`config.mk`:
```
export PLATFORM = sky130hd
export DESIGN_NAME = vrfc_front
export DESIGN_NICKNAME = d
export VERILOG_FILES = /design/src/rtl/vrfc_pkg.sv /design/src/rtl/vrfc_front.sv
export SDC_FILE = /design/constraint.sdc
export NUM_CORES = 1
export LEC_CHECK = 0
export ABC_CLOCK_PERIOD_IN_PS = 4800
export BUFFER_PORTS_ARGS = -buffer_cell sky130_fd_sc_hd__clkbuf_2
export CAP_MARGIN = 25
export CORE_MARGIN = 2
export CORE_UTILIZATION = 44
export DETAILED_ROUTE_END_ITERATION = 10
export GPL_ROUTABILITY_DRIVEN = 0
export PLACE_DENSITY = 0.66
export SYNTH_ARGS = -nofsm -noshare
export SYNTH_HDL_FRONTEND = slang
export SYNTH_SLANG_ARGS = --single-unit
```
`constraint.sdc`:
```
create_clock -name clk -period 4.8 [get_ports clk]
set_clock_uncertainty 0.05 [all_clocks]
set_input_delay 0.24 -clock clk [delete_from_list [all_inputs] [get_ports clk]]
set_output_delay 0.24 -clock clk [all_outputs]
set_load 0.01 [all_outputs]
```
`src/rtl/vrfc_pkg.sv`:
```
// Shared types and constants for the volume reply frame checker.
`timescale 1ns / 1ps

package vrfc_pkg;

  // Default saturation point of the message byte count.
  localparam int MAX_MESSAGE_BYTES = 4096;

  // Depth of the job queue between the front and back parts.
  localparam int QUEUE_DEPTH = 4;

  // Fixed message layout, in byte offsets.
  localparam int RC_OFS  = 32;
  localparam int CAT_OFS = 48;

  localparam logic [31:0] ID_RESET     = 32'd1138;
  localparam logic [7:0]  MAXLEN_RESET = 8'd128;

  localparam logic [7:0]  CHAR_LOW  = 8'h20;
  localparam logic [7:0]  CHAR_HIGH = 8'h7e;

  localparam logic [31:0] FLOAT_NEG_ZERO = 32'h8000_0000;
  localparam logic [31:0] FLOAT_ONE      = 32'h3f80_0000;

  // Register indexes on the configuration port.
  typedef enum logic {
    REG_EXPECTED_ID = 1'b0,
    REG_MAX_LENGTH  = 1'b1
  } reg_index_t;

  // Which header word a group of four bytes from offset 32 fills.
  typedef enum logic [1:0] {
    WORD_RC      = 2'd0,
    WORD_VOLUME  = 2'd1,
    WORD_PRESENT = 2'd2,
    WORD_LENGTH  = 2'd3
  } word_sel_t;

  typedef enum logic [2:0] {
    REASON_OK        = 3'd0,
    REASON_ID        = 3'd1,
    REASON_SHORT     = 3'd2,
    REASON_RC        = 3'd3,
    REASON_ABSENT    = 3'd4,
    REASON_LENGTH    = 3'd5,
    REASON_VOLUME    = 3'd6,
    REASON_CHARACTER = 3'd7
  } reason_t;

  // Work for the back part caused by one accepted item.
  typedef struct packed {
    logic        has_char;
    logic [7:0]  ch;
    logic        has_verdict;
    logic        ok;
    reason_t     reason;
    logic [31:0] volume;
    logic [7:0]  length;
  } job_t;

endpackage

```
`src/rtl/vrfc_front.sv`:
```
// Front part: takes message bytes, tracks header fields and builds jobs.
`timescale 1ns / 1ps

module vrfc_front #(
  parameter int MAX_MESSAGE_BYTES = vrfc_pkg::MAX_MESSAGE_BYTES
) (
  input  logic                clk,
  input  logic                rst,
  input  logic                in_valid,
  output logic                in_ready,
  input  logic [7:0]          msg_byte,
  input  logic [31:0]         message_id,
  input  logic                last_byte,
  input  logic [31:0]         expected_reply_id,
  input  logic [7:0]          max_category_length,
  input  logic                queue_full,
  output logic                push,
  output vrfc_pkg::job_t      push_job
);

  localparam int PW = $clog2(MAX_MESSAGE_BYTES + 1);
  localparam logic [PW-1:0] POS_MAX = PW'(MAX_MESSAGE_BYTES);
  localparam logic [PW-1:0] POS_RC  = PW'(vrfc_pkg::RC_OFS);
  localparam logic [PW-1:0] POS_CAT = PW'(vrfc_pkg::CAT_OFS);

  logic [PW-1:0] byte_position;
  logic          id_matches;
  logic [31:0]   word_assembly;
  logic          return_code_zero;
  logic          category_present;
  logic [31:0]   declared_length;
  logic [31:0]   volume_word;
  logic          bad_character_seen;

  logic [PW-1:0] byte_position_next;
  logic          id_matches_next;
  logic [31:0]   word_assembly_next;
  logic          return_code_zero_next;
  logic          category_present_next;
  logic [31:0]   declared_length_next;
  logic [31:0]   volume_word_next;
  logic          bad_character_seen_next;

  logic          live;
  logic          in_words;
  logic          in_category;
  logic          word_done;
  logic [PW-1:0] cat_index;
  logic          length_usable;
  logic          emit_char;
  logic          printable;
  logic [PW-1:0] room;
  logic          volume_good;
  logic          accept;
  vrfc_pkg::reason_t reason;

  assign accept   = in_valid && in_ready;
  assign in_ready = !queue_full;

  // Bytes past the saturation point change nothing but can still end a message.
  assign live        = byte_position < POS_MAX;
  assign in_words    = live && (byte_position >= POS_RC) && (byte_position < POS_CAT);
  assign in_category = live && (byte_position >= POS_CAT);
  assign word_done   = in_words && (byte_position[1:0] == 2'b11);
  assign cat_index   = byte_position - POS_CAT;

  always_comb begin
    id_matches_next       = id_matches;
    return_code_zero_next = return_code_zero;
    category_present_next = category_present;
    declared_length_next  = declared_length;
    volume_word_next      = volume_word;
    word_assembly_next    = in_words ? {msg_byte, word_assembly[31:8]} : word_assembly;
    if (live && (byte_position == '0)) begin
      id_matches_next = (message_id == expected_reply_id);
    end
    if (word_done) begin
      unique case (vrfc_pkg::word_sel_t'(byte_position[3:2]))
        vrfc_pkg::WORD_RC:      return_code_zero_next = (word_assembly_next == 32'd0);
        vrfc_pkg::WORD_VOLUME:  volume_word_next      = word_assembly_next;
        vrfc_pkg::WORD_PRESENT: category_present_next = (word_assembly_next != 32'd0);
        vrfc_pkg::WORD_LENGTH:  declared_length_next  = word_assembly_next;
        default: ;
      endcase
    end
  end

  assign length_usable = (declared_length_next != 32'd0) &&
                         (declared_length_next <= {24'd0, max_category_length});
  assign emit_char = in_category && (32'(cat_index) < declared_length_next) && length_usable;
  assign printable = (msg_byte >= vrfc_pkg::CHAR_LOW) && (msg_byte <= vrfc_pkg::CHAR_HIGH);
  assign bad_character_seen_next = bad_character_seen || (emit_char && !printable);
  assign byte_position_next = live ? byte_position + PW'(1) : byte_position;

  // Room for category bytes; only meaningful once the size passes the header.
  assign room = byte_position_next - POS_CAT;
  assign volume_good = (volume_word_next == vrfc_pkg::FLOAT_NEG_ZERO) ||
                       (!volume_word_next[31] && (volume_word_next <= vrfc_pkg::FLOAT_ONE));

  always_comb begin
    priority if (!id_matches_next) begin
      reason = vrfc_pkg::REASON_ID;
    end else if (byte_position_next < POS_CAT) begin
      reason = vrfc_pkg::REASON_SHORT;
    end else if (!return_code_zero_next) begin
      reason = vrfc_pkg::REASON_RC;
    end else if (!category_present_next) begin
      reason = vrfc_pkg::REASON_ABSENT;
    end else if (!length_usable || (declared_length_next > 32'(room))) begin
      reason = vrfc_pkg::REASON_LENGTH;
    end else if (!volume_good) begin
      reason = vrfc_pkg::REASON_VOLUME;
    end else if (bad_character_seen_next) begin
      reason = vrfc_pkg::REASON_CHARACTER;
    end else begin
      reason = vrfc_pkg::REASON_OK;
    end
  end

  always_comb begin
    push_job.has_char    = emit_char;
    push_job.ch          = msg_byte;
    push_job.has_verdict = last_byte;
    push_job.ok          = (reason == vrfc_pkg::REASON_OK);
    push_job.reason      = reason;
    push_job.volume      = volume_word_next;
    push_job.length      = (reason == vrfc_pkg::REASON_OK) ? declared_length_next[7:0] : 8'd0;
  end

  assign push = accept && (emit_char || last_byte);

  always_ff @(posedge clk) begin
    if (rst) begin
      byte_position      <= '0;
      id_matches         <= 1'b0;
      word_assembly      <= 32'd0;
      return_code_zero   <= 1'b0;
      category_present   <= 1'b0;
      declared_length    <= 32'd0;
      volume_word        <= 32'd0;
      bad_character_seen <= 1'b0;
    end else if (accept) begin
      if (last_byte) begin
        byte_position      <= '0;
        id_matches         <= 1'b0;
        word_assembly      <= 32'd0;
        return_code_zero   <= 1'b0;
        category_present   <= 1'b0;
        declared_length    <= 32'd0;
        volume_word        <= 32'd0;
        bad_character_seen <= 1'b0;
      end else begin
        byte_position      <= byte_position_next;
        id_matches         <= id_matches_next;
        word_assembly      <= word_assembly_next;
        return_code_zero   <= return_code_zero_next;
        category_present   <= category_present_next;
        declared_length    <= declared_length_next;
        volume_word        <= volume_word_next;
        bad_character_seen <= bad_character_seen_next;
      end
    end
  end

endmodule

```
==> results of run 1 <==
==> logic make-up (layout without fill, tap and decap cells) <==
kind of cell	after synthesis	in the layout	synth area share (%)
mux	40	40	6.424
flops	105	105	30.48
xor+xnor	56	56	7.113
simple gates	316	316	23.24
compound gates	194	194	20.18
fa+ha+maj	36	36	6.532
buf+inv	94	229	6.024
==> cell usage in the layout (no fill, tap or decap), types with 6 or more instances in the layout <==
master     Yosys  routed
clkbuf_2       0     139
nor2_1       129     127
dfxtp_1      105     100
a22oi_1       95      95
nand2_1       45      44
buf_4         10      43
xor2_1        39      39
mux2_2        34      34
ha_1          36      33
nor4_1        34      32
inv_1         30      30
a21oi_1       22      22
nor3_1        21      17
xnor2_1       17      16
o21ai_0       19      16
nand3_1       18      15
a31oi_1       10       9
nand4_1        9       9
clkbuf_16      0       9
nor4_2         7       8
nand2b_1       7       7
nor2b_1        7       7
or4_1          7       7
mux2i_1        6       6
or3_1          6       6
o211ai_1       6       6
==> worst min-delay path, delay by kind of cell <==
family / cells / cell delay, ns
buffers and inverters: 1 / 0.15
AOI/OAI and AO/OA: 1 / 0.08
and+or+nand+nor: 1 / 0.08
==> final cells by class <==
type                       count  area share [%]
clock buffer                  11           2.902
clock inverter                 5           1.017
inverter                      30           1.346
multi-input combinational    642           54.06
sequential                   105           25.21
tap                          211           3.156
timing repair buffer         183           12.31
==> worst min-delay path by stage <==
stage                                                  end  slack [ns]  cells past startpoint                     startpoint
after global routing      declared_length[26]$_SDFFE_PP0P_        0.20                      3                    msg_byte[2]
after detailed placement     return_code_zero$_SDFFE_PP0P_        0.44                      2  return_code_zero$_SDFFE_PP0P_
final                     declared_length[28]$_SDFFE_PP0P_        0.17                      3                    msg_byte[4]
after floorplan           declared_length[24]$_SDFFE_PP0P_        0.34                      2                    msg_byte[0]
after CTS                 declared_length[28]$_SDFFE_PP0P_        0.16                      3                    msg_byte[4]
after global placement       return_code_zero$_SDFFE_PP0P_        0.44                      2  return_code_zero$_SDFFE_PP0P_
==> registers in the layout, indices dropped and copies added, names as in the netlist <==
register,count
declared_length,32
volume_word,32
word_assembly,24
byte_position,13
bad_character_seen,1
category_present,1
id_matches,1
return_code_zero,1
==> routing by layer <==
| metal | up-vias | global-route usage [%] |
|---|---|---|
| li1 | 3348 | - |
| met1 | 3311 | 36.89 |
| met2 | 276 | 42.91 |
| met3 | 44 | 5.037 |
| met4 | 0 | 9.974 |
| met5 | - | 0 |
==> power groups by stage <==
| stage | combinational [mW] | clock [mW] | sequential, mW |
|---|---|---|---|
| 4_1_cts | 0.136 | 0.836 | 0.871 |
| 5_1_grt | 0.151 | 0.870 | 0.871 |
| 6_report | 0.137 | 0.821 | 0.872 |
| 3_5_place_dp | 0.136 | 0 | 0.892 |
| 2_1_floorplan | 0.0711 | 0 | 0.892 |
| 3_3_place_gp | 0.135 | 0 | 0.892 |
==> repair_timing <==
item / in CTS / in global routing
hold endpoints to repair: 0 / 0
pin swaps: 0 / 2
buffers inserted: 0 / 1
endpoints found under the setup margin: 11 / 12
gates resized for setup: 11 / 20
==> results.json, run 1 <==
{
  "fillers": 1491,
  "status": "completed",
  "clockPowerShare_pct": 44.9,
  "final_area_um2": 8364,
  "grt_overflow": 0,
  "path_delay_family": "simple AND/OR/NAND/NOR gates",
  "clk_latency_ns": 0.36,
  "worstSetupPathType": "flop to output pin",
  "cp_cell_sequence": "buf_4 -> inv_1 -> nor4_1 -> a31oi_2 -> nand4bb_4 -> nor3_2 -> xnor2_1 -> ha_1 -> nand3_2 -> o21bai_1 -> a211o_1 -> a31oi_1 -> or2_2 -> nand3_2 -> buf_4 -> nor4_2 -> clkbuf_2",
  "timing.final.crit_share_pct": 94.77,
  "m1WireLength_um": 9600,
  "cts_made_buffers": 9,
  "synthesis.area_um2": 6895,
  "fin_crit_ns": 4.549,
  "critPathCaptureType": "output pin",
  "ys_ff_latch": 105,
  "path_clk_slew_ns": 0.07,
  "crit_buf_inv": 4,
  "clk_path_buf_depth": 2,
  "cp.required_ns": 4.51,
  "core_area_um2": 15260,
  "synth-warning-count": 0,
  "avgViaCountPerCell": 5.880,
  "multiInputGateArea_um2": 4522,
  "num_vias": 6979,
  "pwr-share-seq_pct": 47.6,
  "ant_nets": 0,
  "worst_slack_ns": 0.2509,
  "pwr-share-comb_pct": 7.5,
  "power.share.switching_pct": 23.55,
  "slew_viol_final": 0,
  "maxCapViolations": 0,
  "rows": 45,
  "dieHeight_um": 129.2,
  "wl_met2_um": 10420,
  "arrival_ns": 4.26,
  "drtIter0Drc": 550,
  "syn-num-nets": 962,
  "grt_setup_unrepaired": "no",
  "area_growth_pct": 21.30,
  "initial_core_util_pct": 45.19,
  "path_max_fanout": 9,
  "yosys.cell_count.top_type": "nor2_1",
  "hpwl_um": 16630,
  "register_area_um2": 2108,
  "report.final.setup_viol": 0,
  "reg2reg_depth": 14,
  "slowest_stage": "dfxtp_1",
  "synth-async-reset-ratio_pct": 0,
  "timing.rr.start": "byte_position[0]$_SDFFE_PP0P_",
  "cts_root_buf": "clkbuf_16",
  "cts.sinks": 105,
  "synth_ff_type": "dfxtp_1",
  "dp_cells": 1170,
  "cts_tree": "built",
  "crit_cells": 17,
  "p_int_mw": 1.399,
  "startpoint": "byte_position[6]$_SDFFE_PP0P_",
  "worst_setup_path_start_kind": "flop",
  "drive_above_1_share_pct": 28.28,
  "yosysTopAreaCell": "dfxtp_1",
  "dpl_worst_slack_ns": 0.04817,
  "tightest_slew_ns": 0.8074,
  "synth_top_area_share_pct": 30.48,
  "place_area_um2": 7890,
  "ys_seq_area_share_pct": 30.48,
  "leakagePower_nw": 3.544,
  "synth_commonest_cells": "nor2_1, dfxtp_1, a22oi_1",
  "max_freq_mhz": 219.8,
  "cts_hold_buffers": 0,
  "grt_max_degree": 74,
  "antenna-diode-count": 0,
  "reg2reg_to": "bad_character_seen$_SDFFE_PP0P_",
  "p_switching_mw": 0.4310,
  "synth-edff-count": 0,
  "ys_top_cells_by_area": "dfxtp_1, a22oi_1, nor2_1, ha_1, mux2_2",
  "max_slew_margin_pct": 46.17,
  "r2r_slack_ns": 1.39,
  "instances_no_fill": 1187,
  "netlist_instances": 841,
  "antenna_found_initial": 0,
  "slowest_delay_ns": 0.47,
  "track_usage_pct": 27.10,
  "final_nets": 1092,
  "drt-total-wl_um": 22290,
  "drc_errors": 0,
  "hold_viol_final": 0,
  "dr.pass1.iters": 5,
  "yosysUniqueCellTypes": 70,
  "die_x_um": 129.2,
  "syn_avg_cell_area_um2": 8.199,
  "die-area_um2": 16690,
  "irDropWorstVdd_mv": 0.2156,
  "power.density_nw_per_um2": 218.8,
  "whs_ns": 0.1682,
  "setup_tns_ns": 0,
  "hold_class": "input port to flop",
  "crit_end": "push_job[5]",
  "top_layer": "met4",
  "post-route-util_pct": 54.82,
  "totalPowerFinal_mw": 1.830,
  "wl_met3_um": 1594,
  "grt_pass1_wl_um": 35270,
  "boundaryPins": 141,
  "htreeDepth": 3,
  "grt_pass1_vias": 6333,
  "wl_per_cell_um": 18.78,
  "port_buffers": 140
}
No activity file was read; power rests on OpenSTA's default activity.
==> run 2, diff against run 1 <==
--- a/config.mk
+++ b/config.mk
@@ -9,10 +9,9 @@
 export BUFFER_PORTS_ARGS = -buffer_cell sky130_fd_sc_hd__clkbuf_2
 export CAP_MARGIN = 25
 export CORE_MARGIN = 2
-export CORE_UTILIZATION = 44
+export CORE_UTILIZATION = 30
 export DETAILED_ROUTE_END_ITERATION = 10
 export GPL_ROUTABILITY_DRIVEN = 0
-export PLACE_DENSITY = 0.66
 export SYNTH_ARGS = -nofsm -noshare
 export SYNTH_HDL_FRONTEND = slang
 export SYNTH_SLANG_ARGS = --single-unit
==> run 2 against run 1 <==
Net effect:
- final cell count grew 6.2%
- critical path depth is the same
- count of clock-buffer cells in the layout is the same
- total power shrank 0.45%
- register-to-register slack lost 0.02 ns
- non-clock buffer count is the same
- combinational power grew 6%
- final area grew 1.1%
- sequential power is essentially flat
- utilization shrank 17 points
- fmax shrank 1.2%
- first-iteration DRC count grew 26%
- largest power group unchanged
- highest routed layer unchanged
==> results.json, run 2 (synthesis gave the netlist of run 1 again) <==
{
  "final_area_um2": 8454,
  "dr.pass1.iters": 5,
  "boundaryPins": 141,
  "arrival_ns": 4.32,
  "irDropWorstVdd_mv": 0.2281,
  "cts.sinks": 105,
  "path_max_fanout": 10,
  "final_common_cell": "clkbuf_2",
  "mostFrequentLayoutCells": "clkbuf_2, nor2_1, dfxtp_1",
  "initial_core_util_pct": 30.55,
  "die_x_um": 155.6,
  "whs_path_depth": 2,
  "cts_hold_buffers": 0,
  "reg2reg_to": "bad_character_seen$_SDFFE_PP0P_",
  "grt_pass1_vias": 6467,
  "rows": 55,
  "worst_setup_path_start_kind": "flop",
  "avgViaCountPerCell": 5.556,
  "maxCapViolations": 0,
  "drt-total-wl_um": 23710,
  "cts_made_buffers": 9,
  "hold_end": "volume_word[6]$_SDFFE_PP0P_",
  "cp.required_ns": 4.51,
  "num_vias": 7006,
  "worst_slack_ns": 0.1948,
  "grt_pass1_wl_um": 37020,
  "reg2reg_depth": 15,
  "die-area_um2": 24210,
  "r2r_slack_ns": 1.37,
  "fin_crit_ns": 4.605,
  "place_area_um2": 7986,
  "tightest_slew_ns": 0.9950,
  "cts_root_buf": "clkbuf_16",
  "critPathCaptureType": "output pin",
  "htreeDepth": 3,
  "wl_per_cell_um": 18.80,
  "hold_viol_final": 0,
  "antenna-diode-count": 0,
  "cts_tree": "built",
  "status": "completed",
  "antenna_found_initial": 0,
  "final_nets": 1092,
  "core_area_um2": 22570,
  "hold_class": "input port to flop",
  "path_clk_slew_ns": 0.08,
  "max_freq_mhz": 217.1,
  "grt_max_degree": 86,
  "drive_above_1_share_pct": 28.48,
  "min-delay-start": "rst",
  "timing.rr.start": "byte_position[12]$_SDFFE_PP0P_",
  "drc_errors": 0,
  "timing.final.crit_share_pct": 95.94,
  "slew_viol_final": 0,
  "clk_path_buf_depth": 2,
  "drtIter0Drc": 692,
  "max_slew_margin_pct": 33.45,
  "grt_overflow": 0,
  "largestRegisters": "declared_length: 32 flops, volume_word: 32 flops, word_assembly: 24 flops",
  "track_usage_pct": 19.39,
  "clk_latency_ns": 0.37,
  "dieHeight_um": 155.6,
  "hpwl_um": 17630,
  "power.density_nw_per_um2": 215.5,
  "leakagePower_nw": 3.542,
  "worstSetupPathType": "flop to output pin",
  "dpl_worst_slack_ns": 0.2611,
  "port_buffers": 140,
  "ant_nets": 0,
  "report.final.setup_viol": 0,
  "area_growth_pct": 22.61
}
==> run 2: cell count changes in the layout (fill, tap and decap cells not counted), moves of 2 or more <==
cell     before  now
dfxtp_1     100   96
dfxtp_2       5    7
dfxtp_4       0    2
nand3_1      15   18
nand3_2       3    0
nor3_2        5    3
nor3_4        0    2
==> run 2: how the worst max path moves through the flow <==
stage                                   startpoint     endpoint  slack [ns]
CTS                  byte_position[2]$_SDFFE_PP0P_  push_job[2]        0.03
floorplan            byte_position[1]$_SDFFE_PP0P_  push_job[2]        0.55
detailed placement   byte_position[4]$_SDFFE_PP0P_  push_job[2]        0.26
finish              byte_position[12]$_SDFFE_PP0P_  push_job[2]        0.19
global placement     byte_position[4]$_SDFFE_PP0P_  push_job[2]        0.33
global route         byte_position[2]$_SDFFE_PP0P_  push_job[2]       -0.04
==> run 2: area by class of cell <==
class	instances	area (µm²)
clock buffer	11	252.7
clock inverter	5	71.32
fill	2317	14120
inverter	30	112.6
multi-input combinational	642	4497
sequential	105	2118
tap	285	356.6
timing repair buffer	183	1046
==> run 2: timing repair <==
item / 4_1_cts / 5_1_grt
endpoints found under the setup margin: 9 / 12
resized for setup: 6 / 25
setup buffers: 0 / 4
pin swaps: 0 / 4
==> run 2: power breakdown <==
part           leakage, nW  switching [mW]  internal [mW]
sequential           0.850        0.000985          0.869
combinational         2.54          0.0902         0.0547
clock                0.156           0.365          0.442
==> run 2: metal layers <==
| layer | track usage, % | routed length (µm) | part of all wire, % |
|---|---|---|---|
| met1 | 27.67 | 11000 | 46 |
| met2 | 30.59 | 10840 | 46 |
| met3 | 3.472 | 1491 | 6.3 |
| met4 | 4.063 | 374 | 1.6 |
| met5 | 0 | 0 | 0 |
==> run 2: critical path: stages (launching register included) <==
cell       delay [ns]
dfxtp_2          0.38
and4b_2          0.36
nand3_1          0.13
xnor2_2          0.18
ha_1             0.26
nand4bb_1        0.27
nor3_2           0.24
xnor2_1          0.15
ha_1             0.26
nand3_1          0.18
o21bai_1         0.10
a211o_1          0.27
a31oi_1          0.20
or2_2            0.16
nand3_1          0.07
buf_4            0.21
a2111oi_2        0.32
clkbuf_2         0.20
==> run 2: per-stage QoR <==
step | std cells | TNS [ns] | hold WS (ns) | util, % | total power, mW
2_1_floorplan | 841 | 0 | 0.3383 | - | 0.9628
4_1_cts | 1257 | 0 | 0.1630 | 36.93 | 1.839
5_1_grt | 1261 | -0.03707 | 0.1683 | 37.46 | 1.890
3_5_place_dp | 1241 | 0 | 0.4481 | 35.38 | 1.037
3_3_place_gp | 1240 | 0 | 0.4364 | 35.26 | 1.033
6_report | 1261 | 0 | 0.1687 | 37.46 | 1.822
